**config.mk**
```make
export PLATFORM = sky130hd
export DESIGN_NAME = bfc_ctrl
export DESIGN_NICKNAME = d
export VERILOG_FILES = /design/src/design/bfc_pkg.sv /design/src/design/bfc_ctrl.sv
export SDC_FILE = /design/constraint.sdc
export NUM_CORES = 1
export LEC_CHECK = 0
export ABC_AREA = 1
export BUFFER_PORTS_ARGS = -buffer_cell sky130_fd_sc_hd__buf_2
export CORE_UTILIZATION = 43
export CTS_BUF_LIST = sky130_fd_sc_hd__clkbuf_8
export CTS_CLUSTER_SIZE = 8
export DETAILED_ROUTE_END_ITERATION = 6
export GPL_ROUTABILITY_DRIVEN = 0
export PLACE_DENSITY = 0.84
export SLEW_MARGIN = 25
export SYNTH_ARGS = -nofsm -noshare
export SYNTH_HDL_FRONTEND = slang
export SYNTH_SLANG_ARGS = --single-unit
```
**constraint.sdc**
```tcl
create_clock -name i_clk -period 1.8 [get_ports i_clk]
set_clock_uncertainty 0.2 [all_clocks]
set_input_delay 0.36 -clock i_clk [delete_from_list [all_inputs] [get_ports i_clk]]
set_output_delay 0.36 -clock i_clk [all_outputs]
set_load 0.1 [all_outputs]
```
**src/design/bfc_pkg.sv**
```systemverilog
// Shared types, codes and constants of the brainfuck interpreter with calls.
// Used by the controller, the datapath and the top level; depends on nothing.
package bfc_pkg;

    localparam int P_DATA_CELLS  = 32768;
    localparam int P_STACK_DEPTH = 1024;
    localparam int P_PROG_BYTES  = 4096;
    localparam int P_INPUT_DEPTH = 16;

    typedef logic [1:0] t_req;
    localparam t_req REQ_LOAD  = 2'd0;
    localparam t_req REQ_PUSH  = 2'd1;
    localparam t_req REQ_START = 2'd2;
    localparam t_req REQ_STEP  = 2'd3;

    typedef logic [2:0] t_status;
    localparam t_status ST_RUN     = 3'd0;
    localparam t_status ST_END     = 3'd1;
    localparam t_status ST_HALT    = 3'd2;
    localparam t_status ST_OVFL    = 3'd3;
    localparam t_status ST_UNDEF   = 3'd4;
    localparam t_status ST_OPEN_LB = 3'd5;
    localparam t_status ST_OPEN_RB = 3'd6;
    localparam t_status ST_QFULL   = 3'd7;

    localparam logic [7:0] CH_NUL    = 8'h00;
    localparam logic [7:0] CH_NL     = 8'h0A;
    localparam logic [7:0] CH_BANG   = 8'h21;
    localparam logic [7:0] CH_HASH   = 8'h23;
    localparam logic [7:0] CH_LPAR   = 8'h28;
    localparam logic [7:0] CH_RPAR   = 8'h29;
    localparam logic [7:0] CH_PLUS   = 8'h2B;
    localparam logic [7:0] CH_COMMA  = 8'h2C;
    localparam logic [7:0] CH_MINUS  = 8'h2D;
    localparam logic [7:0] CH_DOT    = 8'h2E;
    localparam logic [7:0] CH_ZERO   = 8'h30;
    localparam logic [7:0] CH_LT     = 8'h3C;
    localparam logic [7:0] CH_GT     = 8'h3E;
    localparam logic [7:0] CH_QUEST  = 8'h3F;
    localparam logic [7:0] CH_LB     = 8'h5B;
    localparam logic [7:0] CH_RB     = 8'h5D;
    localparam logic [7:0] CH_LA     = 8'h61;
    localparam logic [7:0] CH_F      = 8'h66;
    localparam logic [7:0] CH_LZ     = 8'h7A;
    localparam logic [7:0] CH_LBRACE = 8'h7B;
    localparam logic [7:0] CH_RBRACE = 8'h7D;

    // datapath commands from the controller
    typedef struct packed {
        logic    latch;
        logic    modsub;
        logic    load;
        logic    push;
        logic    qfull;
        logic    start;
        logic    clr;
        logic    base_zero;
        logic    base_ip;
        logic    base_inc;
        logic    base_p;
        logic    k_clr;
        logic    win_cap;
        logic    rd_p;
        logic    skip0;
        logic    p_ip;
        logic    p_inc;
        logic    p_dec;
        logic    d_inc;
        logic    d_dec;
        logic    def_set;
        logic    ip_p;
        logic    ip_p1;
        logic    exec;
        logic    stat_we;
        t_status stat_val;
        logic    res_next;
    } t_cmd;

    // datapath status back to the controller
    typedef struct packed {
        logic st_run;
        logic addr_ge;
        logic q_full;
        logic clr_last;
        logic win_done;
        logic w0_zero;
        logic defh;
        logic fwd;
        logic bwd;
        logic b_zero;
        logic b_open;
        logic b_close;
        logic b_lb;
        logic b_rb;
        logic d_one;
        logic p_zero;
        logic res_last;
    } t_dstat;

    typedef struct packed {
        logic [1:0] n;
        logic [7:0] c0;
        logic [7:0] c1;
        logic [7:0] c2;
    } t_dec;

    // decimal digits of a byte, no leading zeros; reciprocal multiplies for /100 and /10
    function automatic t_dec dec_digits(input logic [7:0] v);
        t_dec       res;
        logic [7:0] h;
        logic [7:0] q;
        logic [7:0] t;
        logic [7:0] o;
        h = 8'((16'(v) * 16'd41) >> 12);
        q = 8'((16'(v) * 16'd205) >> 11);
        t = q - 8'(h * 8'd10);
        o = v - 8'(q * 8'd10);
        res = '0;
        if (v >= 8'd100) begin
            res.n  = 2'd3;
            res.c0 = CH_ZERO + h;
            res.c1 = CH_ZERO + t;
            res.c2 = CH_ZERO + o;
        end else if (v >= 8'd10) begin
            res.n  = 2'd2;
            res.c0 = CH_ZERO + t;
            res.c1 = CH_ZERO + o;
        end else begin
            res.n  = 2'd1;
            res.c0 = CH_ZERO + o;
        end
        return res;
    endfunction

endpackage

```
**src/design/bfc_ctrl.sv**
```systemverilog
// Controller: sequences requests, the clearing pass, the definition scan,
// body skips and bracket scans over the datapath. Depends on bfc_pkg.
module bfc_ctrl
    import bfc_pkg::*;
(
    input  logic       i_clk,
    input  logic       i_rst_n,
    input  logic       i_valid,
    input  logic [1:0] i_req_type,
    output logic       o_ready,
    output logic       o_valid,
    input  logic       i_ready,
    input  t_dstat     i_stat,
    output t_cmd       o_cmd
);

    localparam logic [4:0] S_CLR   = 5'd0;
    localparam logic [4:0] S_IDLE  = 5'd1;
    localparam logic [4:0] S_LMOD  = 5'd2;
    localparam logic [4:0] S_PUSH  = 5'd3;
    localparam logic [4:0] S_START = 5'd4;
    localparam logic [4:0] S_SC0   = 5'd5;
    localparam logic [4:0] S_STEP  = 5'd6;
    localparam logic [4:0] S_WA    = 5'd7;
    localparam logic [4:0] S_WB    = 5'd8;
    localparam logic [4:0] S_WD    = 5'd9;
    localparam logic [4:0] S_SK_A  = 5'd10;
    localparam logic [4:0] S_SK_B  = 5'd11;
    localparam logic [4:0] S_SK_D  = 5'd12;
    localparam logic [4:0] S_FW_A  = 5'd13;
    localparam logic [4:0] S_FW_B  = 5'd14;
    localparam logic [4:0] S_FW_C  = 5'd15;
    localparam logic [4:0] S_BW_A  = 5'd16;
    localparam logic [4:0] S_BW_B  = 5'd17;
    localparam logic [4:0] S_BW_C  = 5'd18;
    localparam logic [4:0] S_RESP  = 5'd19;

    logic [4:0] r_state;
    logic [4:0] n_state;
    logic       r_scan;
    logic       n_scan;

    always_comb begin
        o_cmd   = '0;
        n_state = r_state;
        n_scan  = r_scan;
        case (r_state)
            S_CLR: begin
                o_cmd.clr = 1'b1;
                if (i_stat.clr_last) begin
                    n_state = r_scan ? S_SC0 : S_IDLE;
                end
            end
            S_IDLE: begin
                if (i_valid) begin
                    o_cmd.latch = 1'b1;
                    case (i_req_type)
                        REQ_LOAD:  n_state = S_LMOD;
                        REQ_PUSH:  n_state = S_PUSH;
                        REQ_START: n_state = S_START;
                        default:   n_state = S_STEP;
                    endcase
                end
            end
            S_LMOD: begin
                // fold the address into the store one subtract at a time
                if (i_stat.addr_ge) begin
                    o_cmd.modsub = 1'b1;
                end else begin
                    o_cmd.load = 1'b1;
                    n_state    = S_RESP;
                end
            end
            S_PUSH: begin
                if (i_stat.q_full) begin
                    o_cmd.qfull = 1'b1;
                end else begin
                    o_cmd.push = 1'b1;
                end
                n_state = S_RESP;
            end
            S_START: begin
                o_cmd.start = 1'b1;
                n_scan      = 1'b1;
                n_state     = S_CLR;
            end
            S_SC0: begin
                o_cmd.base_zero = 1'b1;
                o_cmd.k_clr     = 1'b1;
                n_state         = S_WA;
            end
            S_STEP: begin
                n_scan = 1'b0;
                if (i_stat.st_run) begin
                    o_cmd.base_ip = 1'b1;
                    o_cmd.k_clr   = 1'b1;
                    n_state       = S_WA;
                end else begin
                    n_state = S_RESP;
                end
            end
            S_WA: begin
                n_state = S_WB;
            end
            S_WB: begin
                o_cmd.win_cap = 1'b1;
                n_state = i_stat.win_done ? S_WD : S_WA;
            end
            S_WD: begin
                if (r_scan) begin
                    if (i_stat.w0_zero) begin
                        o_cmd.stat_we  = 1'b1;
                        o_cmd.stat_val = ST_RUN;
                        n_state        = S_RESP;
                    end else if (i_stat.defh) begin
                        o_cmd.def_set = 1'b1;
                        o_cmd.skip0   = 1'b1;
                        n_state       = S_SK_A;
                    end else begin
                        o_cmd.base_inc = 1'b1;
                        o_cmd.k_clr    = 1'b1;
                        n_state        = S_WA;
                    end
                end else begin
                    if (i_stat.defh) begin
                        o_cmd.skip0 = 1'b1;
                        n_state     = S_SK_A;
                    end else if (i_stat.fwd) begin
                        o_cmd.p_ip = 1'b1;
                        n_state    = S_FW_A;
                    end else if (i_stat.bwd) begin
                        o_cmd.p_ip = 1'b1;
                        n_state    = S_BW_A;
                    end else begin
                        o_cmd.exec = 1'b1;
                        n_state    = S_RESP;
                    end
                end
            end
            S_SK_A: begin
                o_cmd.rd_p = 1'b1;
                n_state    = S_SK_B;
            end
            S_SK_B: begin
                if (i_stat.b_zero) begin
                    n_state = S_SK_D;
                end else if (i_stat.b_close && i_stat.d_one) begin
                    o_cmd.p_inc = 1'b1;
                    n_state     = S_SK_D;
                end else begin
                    o_cmd.p_inc = 1'b1;
                    o_cmd.d_inc = i_stat.b_open;
                    o_cmd.d_dec = i_stat.b_close;
                    n_state     = S_SK_A;
                end
            end
            S_SK_D: begin
                if (r_scan) begin
                    o_cmd.base_p = 1'b1;
                    o_cmd.k_clr  = 1'b1;
                    n_state      = S_WA;
                end else begin
                    o_cmd.ip_p = 1'b1;
                    n_state    = S_RESP;
                end
            end
            S_FW_A: begin
                o_cmd.p_inc = 1'b1;
                n_state     = S_FW_B;
            end
            S_FW_B: begin
                o_cmd.rd_p = 1'b1;
                n_state    = S_FW_C;
            end
            S_FW_C: begin
                if (i_stat.b_zero) begin
                    o_cmd.stat_we  = 1'b1;
                    o_cmd.stat_val = ST_OPEN_LB;
                    n_state        = S_RESP;
                end else if (i_stat.b_rb && i_stat.d_one) begin
                    o_cmd.ip_p1 = 1'b1;
                    n_state     = S_RESP;
                end else begin
                    o_cmd.d_inc = i_stat.b_lb;
                    o_cmd.d_dec = i_stat.b_rb;
                    n_state     = S_FW_A;
                end
            end
            S_BW_A: begin
                if (i_stat.p_zero) begin
                    o_cmd.stat_we  = 1'b1;
                    o_cmd.stat_val = ST_OPEN_RB;
                    n_state        = S_RESP;
                end else begin
                    o_cmd.p_dec = 1'b1;
                    n_state     = S_BW_B;
                end
            end
            S_BW_B: begin
                o_cmd.rd_p = 1'b1;
                n_state    = S_BW_C;
            end
            S_BW_C: begin
                if (i_stat.b_lb && i_stat.d_one) begin
                    o_cmd.ip_p1 = 1'b1;
                    n_state     = S_RESP;
                end else begin
                    o_cmd.d_inc = i_stat.b_rb;
                    o_cmd.d_dec = i_stat.b_lb;
                    n_state     = S_BW_A;
                end
            end
            S_RESP: begin
                if (i_ready) begin
                    if (i_stat.res_last) begin
                        n_state = S_IDLE;
                    end else begin
                        o_cmd.res_next = 1'b1;
                    end
                end
            end
            default: begin
                n_state = S_IDLE;
            end
        endcase
    end

    always_ff @(posedge i_clk) begin
        if (!i_rst_n) begin
            r_state <= S_CLR;
            r_scan  <= 1'b0;
        end else begin
            r_state <= n_state;
            r_scan  <= n_scan;
        end
    end

    assign o_ready = (r_state == S_IDLE);
    assign o_valid = (r_state == S_RESP);

endmodule

```
==> impl_metrics.ini, run 1 <==
[status]
status = aborted with a tool error
lastStage = detailed placement
tool.error = [ERROR DPL-0038] Utilization greater than 100%, impossible to legalize

[yosys]
synthAdderAreaFrac_pct = 0
synth_nets = 232
synth_simple_gate_area_share_pct = 60.3
synth_compound_area_share_pct = 14.0
synth.distinct_cells = 29
seq_area_frac_synth_pct = 10.8
synth_seq_cells = 6
synth_mux_area_share_pct = 0
syn_avg_cell_area_sq_um = 5.31
synth_cells = 209
synth_top_family_by_area = simple AND/OR/NAND/NOR gates
syn_area_sq_um = 1110
synth_xor_area_share_pct = 0
yosys_warnings = 0

[floorplanning]
row_count = 18
start_util_pct = 45.2
die_h_um = 52.8
die_w_um = 52.8
ios = 54

[placement]
io_buffer_count = 53
## synth_stat cells
cell | instances | area (sq um)
o21ai_1 | 3 | 15.0
nand2_4 | 2 | 22.5
o31ai_1 | 1 | 7.51
buf_6 | 1 | 11.3
inv_2 | 6 | 22.5
nand3_1 | 22 | 110
a21oi_1 | 9 | 45.0
nor3_1 | 7 | 35.0
nor3_2 | 2 | 20.0
nor3b_1 | 1 | 7.51
o221ai_1 | 1 | 8.76
nor2_2 | 2 | 12.5
nor2_1 | 34 | 128
or3_1 | 1 | 6.26
a41oi_1 | 1 | 8.76
clkbuf_1 | 1 | 3.75
o21bai_1 | 1 | 7.51
nand4_2 | 1 | 12.5
o21ai_2 | 2 | 17.5
o211ai_1 | 2 | 15.0
nand2_2 | 4 | 25.0
nand2_1 | 46 | 173
inv_1 | 34 | 128
dfxtp_1 | 6 | 120
nor2_4 | 7 | 78.8
nand4_1 | 3 | 18.8
nor4_1 | 2 | 12.5
o21ai_0 | 6 | 30.0
nand3b_1 | 1 | 7.51
## cells by family after synthesis
family	Yosys count
compound gates	26
flops	6
simple gates	135
buf+inv	42
## stage by stage
| stage | hold slack, ps | cell area [sq um] | TNS (ps) |
|---|---|---|---|
| global placement | 327 | 2580 | -706 |
| floorplan | 321 | 1410 | -8710 |
==> run 2: changes to the inputs <==
--- a/config.mk
+++ b/config.mk
@@ -7,12 +7,11 @@
 export LEC_CHECK = 0
 export ABC_AREA = 1
 export BUFFER_PORTS_ARGS = -buffer_cell sky130_fd_sc_hd__buf_2
-export CORE_UTILIZATION = 43
-export CTS_BUF_LIST = sky130_fd_sc_hd__clkbuf_8
-export CTS_CLUSTER_SIZE = 8
+export CORE_AREA = 2 2 63 65
 export DETAILED_ROUTE_END_ITERATION = 6
+export DIE_AREA = 0 0 65 67
 export GPL_ROUTABILITY_DRIVEN = 0
-export PLACE_DENSITY = 0.84
+export PLACE_DENSITY_LB_ADDON = 0.15
 export SLEW_MARGIN = 25
 export SYNTH_ARGS = -nofsm -noshare
 export SYNTH_HDL_FRONTEND = slang
==> constraint.sdc (replaced) <==
create_clock -name i_clk -period 2.3 [get_ports i_clk]
set_clock_uncertainty 0.2 [all_clocks]
set_input_delay 0.46 -clock i_clk [delete_from_list [all_inputs] [get_ports i_clk]]
set_output_delay 0.46 -clock i_clk [all_outputs]
set_load 0.1 [all_outputs]
==> impl_metrics.ini, run 2 <==
[status]
status = finished, violations left
violations = setup timing

[sta]
slew_viol_final = 0
finalCritPeriodShare_pct = 101
relSlewSlack_pct = 67.9
clock.fmax_mhz = 432
whs_ps = 347
hold_viol_final = 0
rsz0062_at_grt = true
tightest_slew_ps = 484
finalSetupViolations = 1
setup_ws_ps = -16.5
layout_min_cycle_time_ps = 2320

[floorplanning]
die_h_um = 67
row_count = 22
die_w_um = 65
ios = 54
start_util_pct = 30.8
core_region_area_sq_um = 3610
die_area_sq_um = 4360

[clock_tree]
holdBufCountCts = 0
cts.sinks = 6
clk-insertion-delay-late_ps = 240
root_buffer = clkbuf_8
cts_max_path_buffers = 2
tritoncts = done
h-tree-depth = 1
numCtsBuffers = 3
clk_pin_slew_ps = 40

[placement]
io_buffer_count = 53
dp_hpwl_um = 3700
dp.cells = 323

[power]
p_seq_share_pct = 11.5
power_density_nw_per_um2 = 753
netSwitchingPower_mw = 1.04
clockPowerShare_pct = 9.7
sw_frac_of_total_pct = 58.5
vdd_drop_max_mv = 0.668
pwr-share-comb_pct = 78.8
leakage_nw = 1.13
internal_power_uw = 740
power.total_mw = 1.78

[route]
drtIter0Drc = 70
drc = 0
vias_per_cell = 4.93
drt_wl_total_um = 4400
dr.pass1.iters = 4
vias = 1653
detail_route.wl_per_cell_um = 13.1
drtAntennaViolNets = 0

[yosys]
synthTopCellsByCount = 46 x nand2_1, 34 x inv_1, 34 x nor2_1
synth.most_common_cell = nand2_1
synth_xor_area_share_pct = 0
syn_avg_cell_area_sq_um = 5.31
synth_cells = 209
synth_edf_count = 0
synth_seq_cells = 6
synth_compound_area_share_pct = 14.0
synth_top_flop_cell = dfxtp_1
syn_area_sq_um = 1110
synth_mux_area_share_pct = 0
synth_nets = 232
synth_top_family_by_area = simple AND/OR/NAND/NOR gates
seq_area_frac_synth_pct = 10.8
synth_largest_area_cell = nand2_1
synth.distinct_cells = 29
synth_simple_gate_area_share_pct = 60.3
synth_async_sr_flop_share_pct = 0
yosys_warnings = 0
synthAdderAreaFrac_pct = 0
synth_top_cell_area_share_pct = 15.6
synth_area_leaders = nand2_1 16%, inv_1 11%, nor2_1 11%

[finish]
largest_register_ffs = 5
final_net_count = 312
largest_registers = r_state: 5 flops, r_scan: 1 flops
syn_to_final_growth_pct = 113
mostFrequentLayoutCell = nand2_1
largest_register = r_state
diodes = 0
final_cells = 335
final_cell_mix = 44 x nand2_1, 31 x buf_12, 29 x inv_1
drive_gt1_share_pct = 50.2

[hold_path]
min_from = r_state[1]$_SDFFE_PN0P_
hold_path.class = reg2reg
min_path_cells = 2
hold_path_end = r_state[1]$_SDFFE_PN0P_

[grt]
grt_pass1_wl_um = 7130
overflow = 0
grt_max_degree = 9
grt_pass1_vias = 1567
antenna_found_initial = 0
grt_usage_pct = 21.3

[setup_path]
rr_startpoint = r_scan$_SDFFE_PN0P_
crit_slowest_cell = or3_4
critPathCaptureType = primary output
startpoint_type = flop
startpoint = r_state[1]$_SDFFE_PN0P_
crit_chain = buf_12 -> nand2_4 -> inv_2 -> nand2_1 -> o21ai_0 -> or3_4 -> buf_12
worstSetupPathType = reg2out
path_buf_inv = 3
crit_family = simple AND/OR/NAND/NOR gates
r2r_end = r_state[0]$_SDFFE_PN0P_
slowest_delay_ps = 420
cp_data_arrival_time_ps = 1660
critical_path_required_ps = 1640
crit_path_max_fanout = 6
worst-r2r-cell-count = 8
rrSetupSlack_ps = 450
cpMostUsedCell = buf_12

[flow_run]
drv_cap = 0
[run 2: per-stage QoR]
step / setup TNS [ps] / utilization (%) / setup slack [ps] / area, sq um
global placement: 0 / 60.5 / 101 / 2180
global route: -450 / 65.6 / -81.9 / 2370
CTS: 0 / 62.7 / 1.02 / 2260
detailed placement: 0 / 60.5 / 79.8 / 2180
finish: -16.5 / 65.6 / -16.5 / 2370
floorplan: -1710 / - / -346 / 1310
[run 2: cell families (layout without fill, tap and decap cells)]
logic type             Yosys count  after routing
AO/OA/AOI/OAI                   26             26
flip-flops                       6              6
buffers and inverters           42            120
AND/OR/NAND/NOR                135            135
[run 2: power by group through the flow]
stage | Combinational, mW | Sequential (mW) | Clock (mW)
after floorplan | 0.900 | 0.165 | 0
after global placement | 1.33 | 0.193 | 0
after detailed placement | 1.33 | 0.194 | 0
after CTS | 1.35 | 0.206 | 0.172
after global routing | 1.49 | 0.211 | 0.180
final | 1.40 | 0.205 | 0.172
[run 2: worst max-delay path by stage]
stage                 to  slack (ps)  cells past startpoint
2_1_floorplan   o_cmd[5]        -350                      6
4_1_cts        o_cmd[17]           1                      7
6_report       o_cmd[17]         -20                      7
3_3_place_gp    o_cmd[9]         100                      8
3_5_place_dp   o_cmd[17]          80                      7
5_1_grt         o_cmd[8]         -80                      7
[run 2: repair_timing]
item                                    in CTS  in global routing
pin swaps                                    2                  2
setup buffers                                2                  7
endpoints found under the setup margin       9                 12
resized for setup                           10                 16
[run 2: metal layers]
metal	vias up	part of all wire [%]	global-route usage [%]
met5	-	0	0
met4	0	1.4	4.26
met3	7	6.7	4.05
met2	71	51	39.9
met1	738	40	25.0
li1	837	-	-
[run 2: layout make-up]
class                      count  area [sq um]
fill                         322          1240
multi-input combinational    161          1050
timing repair buffer          77           916
inverter                      40           164
sequential                     6           139
tap                           48          60.1
clock buffer                   3          41.3
[run 2: tightest hold or removal path: cells and delay by family (launching register included)]
kind,cells,cell delay [ps]
AOI/OAI and AO/OA,1,60
and+or+nand+nor,1,80
DFF,1,370
Note: power is estimated with default switching activity, not from simulation.
==> run 3: changes to the inputs <==
--- a/config.mk
+++ b/config.mk
@@ -8,6 +8,7 @@
 export ABC_AREA = 1
 export BUFFER_PORTS_ARGS = -buffer_cell sky130_fd_sc_hd__buf_2
 export CORE_AREA = 2 2 63 65
+export CTS_BUF_LIST = sky130_fd_sc_hd__clkbuf_16
 export DETAILED_ROUTE_END_ITERATION = 6
 export DIE_AREA = 0 0 65 67
 export GPL_ROUTABILITY_DRIVEN = 0
==> impl_metrics.ini, run 3 (same netlist as run 2, synthesis figures left out) <==
[status]
status = finished, violations left
violations = setup timing

[setup_path]
worst-r2r-cell-count = 11
critical_path_required_ps = 1640
crit_path_max_fanout = 4
r2r_end = r_state[2]$_SDFFE_PN0P_
crit_family = simple AND/OR/NAND/NOR gates
cpMostUsedCell = nor2_4
crit_slowest_cell = dfxtp_4
cp.depth = 8
startpoint = r_state[3]$_SDFFE_PN0P_
path_buf_inv = 3
crit_chain = inv_4 -> nor2_4 -> nand2_4 -> buf_4 -> nor2_4 -> nand3_1 -> a21oi_4 -> buf_12
rrSetupSlack_ps = 470
startpoint_type = flop
slowest_delay_ps = 380
rr_startpoint = r_state[2]$_SDFFE_PN0P_
critPathCaptureType = primary output
cp_data_arrival_time_ps = 1650
worstSetupPathType = reg2out

[sta]
clock.fmax_mhz = 433
slew_viol_final = 0
setup_ws_ps = -11.4
hold_viol_final = 0
relSlewSlack_pct = 67.9
tns_ps = -11.4
rsz0062_at_grt = true
layout_min_cycle_time_ps = 2310
finalCritPeriodShare_pct = 100
finalSetupViolations = 1
tightest_slew_ps = 484

[finish]
num-fill-cells = 309
largest_register_ffs = 5
final_cell_mix = 44 x nand2_1, 30 x buf_12, 28 x inv_1
diodes = 0
mostFrequentLayoutCell = nand2_1
largest_register = r_state
final_net_count = 315
syn_to_final_growth_pct = 119
largest_registers = r_state: 5 flops, r_scan: 1 flops
multi_input_comb_area_sq_um = 1060
drive_gt1_share_pct = 52.4
seqCellArea_sq_um = 140

[power]
leakage_nw = 1.17
power.total_mw = 1.91
vdd_drop_max_mv = 0.669
power_density_nw_per_um2 = 786

[route]
dr.pass1.iters = 5
drc = 0
drt_wl_total_um = 4520
vias_per_cell = 4.91
vias = 1661
drtAntennaViolNets = 0
detail_route.wl_per_cell_um = 13.4
drtIter0Drc = 54

[placement]
dp_hpwl_um = 3700
place_ws_ps = 79.8
io_buffer_count = 53

[floorplanning]
die_w_um = 65
start_util_pct = 30.8
row_count = 22
die_h_um = 67
ios = 54
die_area_sq_um = 4360
core_region_area_sq_um = 3610

[clock_tree]
h-tree-depth = 1
root_buffer = clkbuf_16
numCtsBuffers = 3
tritoncts = done
clk-insertion-delay-late_ps = 240
clk_pin_slew_ps = 40
cts_max_path_buffers = 2
holdBufCountCts = 0
cts.sinks = 6

[hold_path]
hold_path_end = r_scan$_SDFFE_PN0P_
hold_path.class = in2reg
min_path_cells = 3
min_from = i_rst_n

[grt]
grt_pass1_vias = 1570
overflow = 0
grt_usage_pct = 21.5
grt_max_degree = 9
grt_pass1_wl_um = 7180
antenna_found_initial = 0

[flow_run]
drv_cap = 0
-- run 3: changes by cell type in the layout (fill, tap and decap cells not counted), sizes merged --
| cell | change |
|---|---|
| buf | +3 |
-- run 3: through the flow --
stage | instances | utilization [%] | area (sq um) | hold slack (ps)
after floorplan | 209 | - | 1310 | 301
after global placement | 323 | 60.5 | 2180 | 326
after detailed placement | 323 | 60.5 | 2180 | 336
after CTS | 328 | 63.7 | 2300 | 347
after global routing | 338 | 67.4 | 2430 | 392
final | 338 | 67.4 | 2430 | 363
-- run 3: how the worst max path moves through the flow --
stage                     end  slack (ps)
finish               o_cmd[9]         -10
global route         o_cmd[8]        -100
CTS                 o_cmd[17]          10
detailed placement  o_cmd[17]          80
global placement     o_cmd[9]         100
floorplan            o_cmd[5]        -350
-- run 3: report_power, final --
| group | leakage, nW | total [mW] | internal [mW] | switching, mW |
|---|---|---|---|---|
| registers | 0.0530 | 0.218 | 0.142 | 0.0754 |
| clock network | 0.0370 | 0.293 | 0.224 | 0.0687 |
| logic | 1.08 | 1.40 | 0.479 | 0.920 |
| total | 1.17 | 1.91 | 0.846 | 1.06 |
-- run 3: final cells by class --
class,instances,area share (%)
Tap cell,48,2.47
Clock buffer,3,3.09
Inverter,40,6.75
Timing Repair Buffer,80,38.1
Multi-Input combinational cell,161,43.8
Sequential cell,6,5.77
-- run 3: tightest hold or removal path, stage by stage --
cell,delay [ps]
buf_2,80
inv_1,100
nor2_1,130
-- run 3: what timing repair did --
item	CTS	global route
endpoints found under the setup margin	9	12
pin swaps	2	7
buffers inserted	2	10
resized for setup	12	21
-- run 3: layer usage --
metal | track usage [%] | up-vias | routed length [um]
li1 | - | 844 | -
met1 | 25.3 | 741 | 1840
met2 | 40.6 | 69 | 2350
met3 | 3.38 | 7 | 257
met4 | 4.52 | 0 | 61
met5 | 0 | - | 0
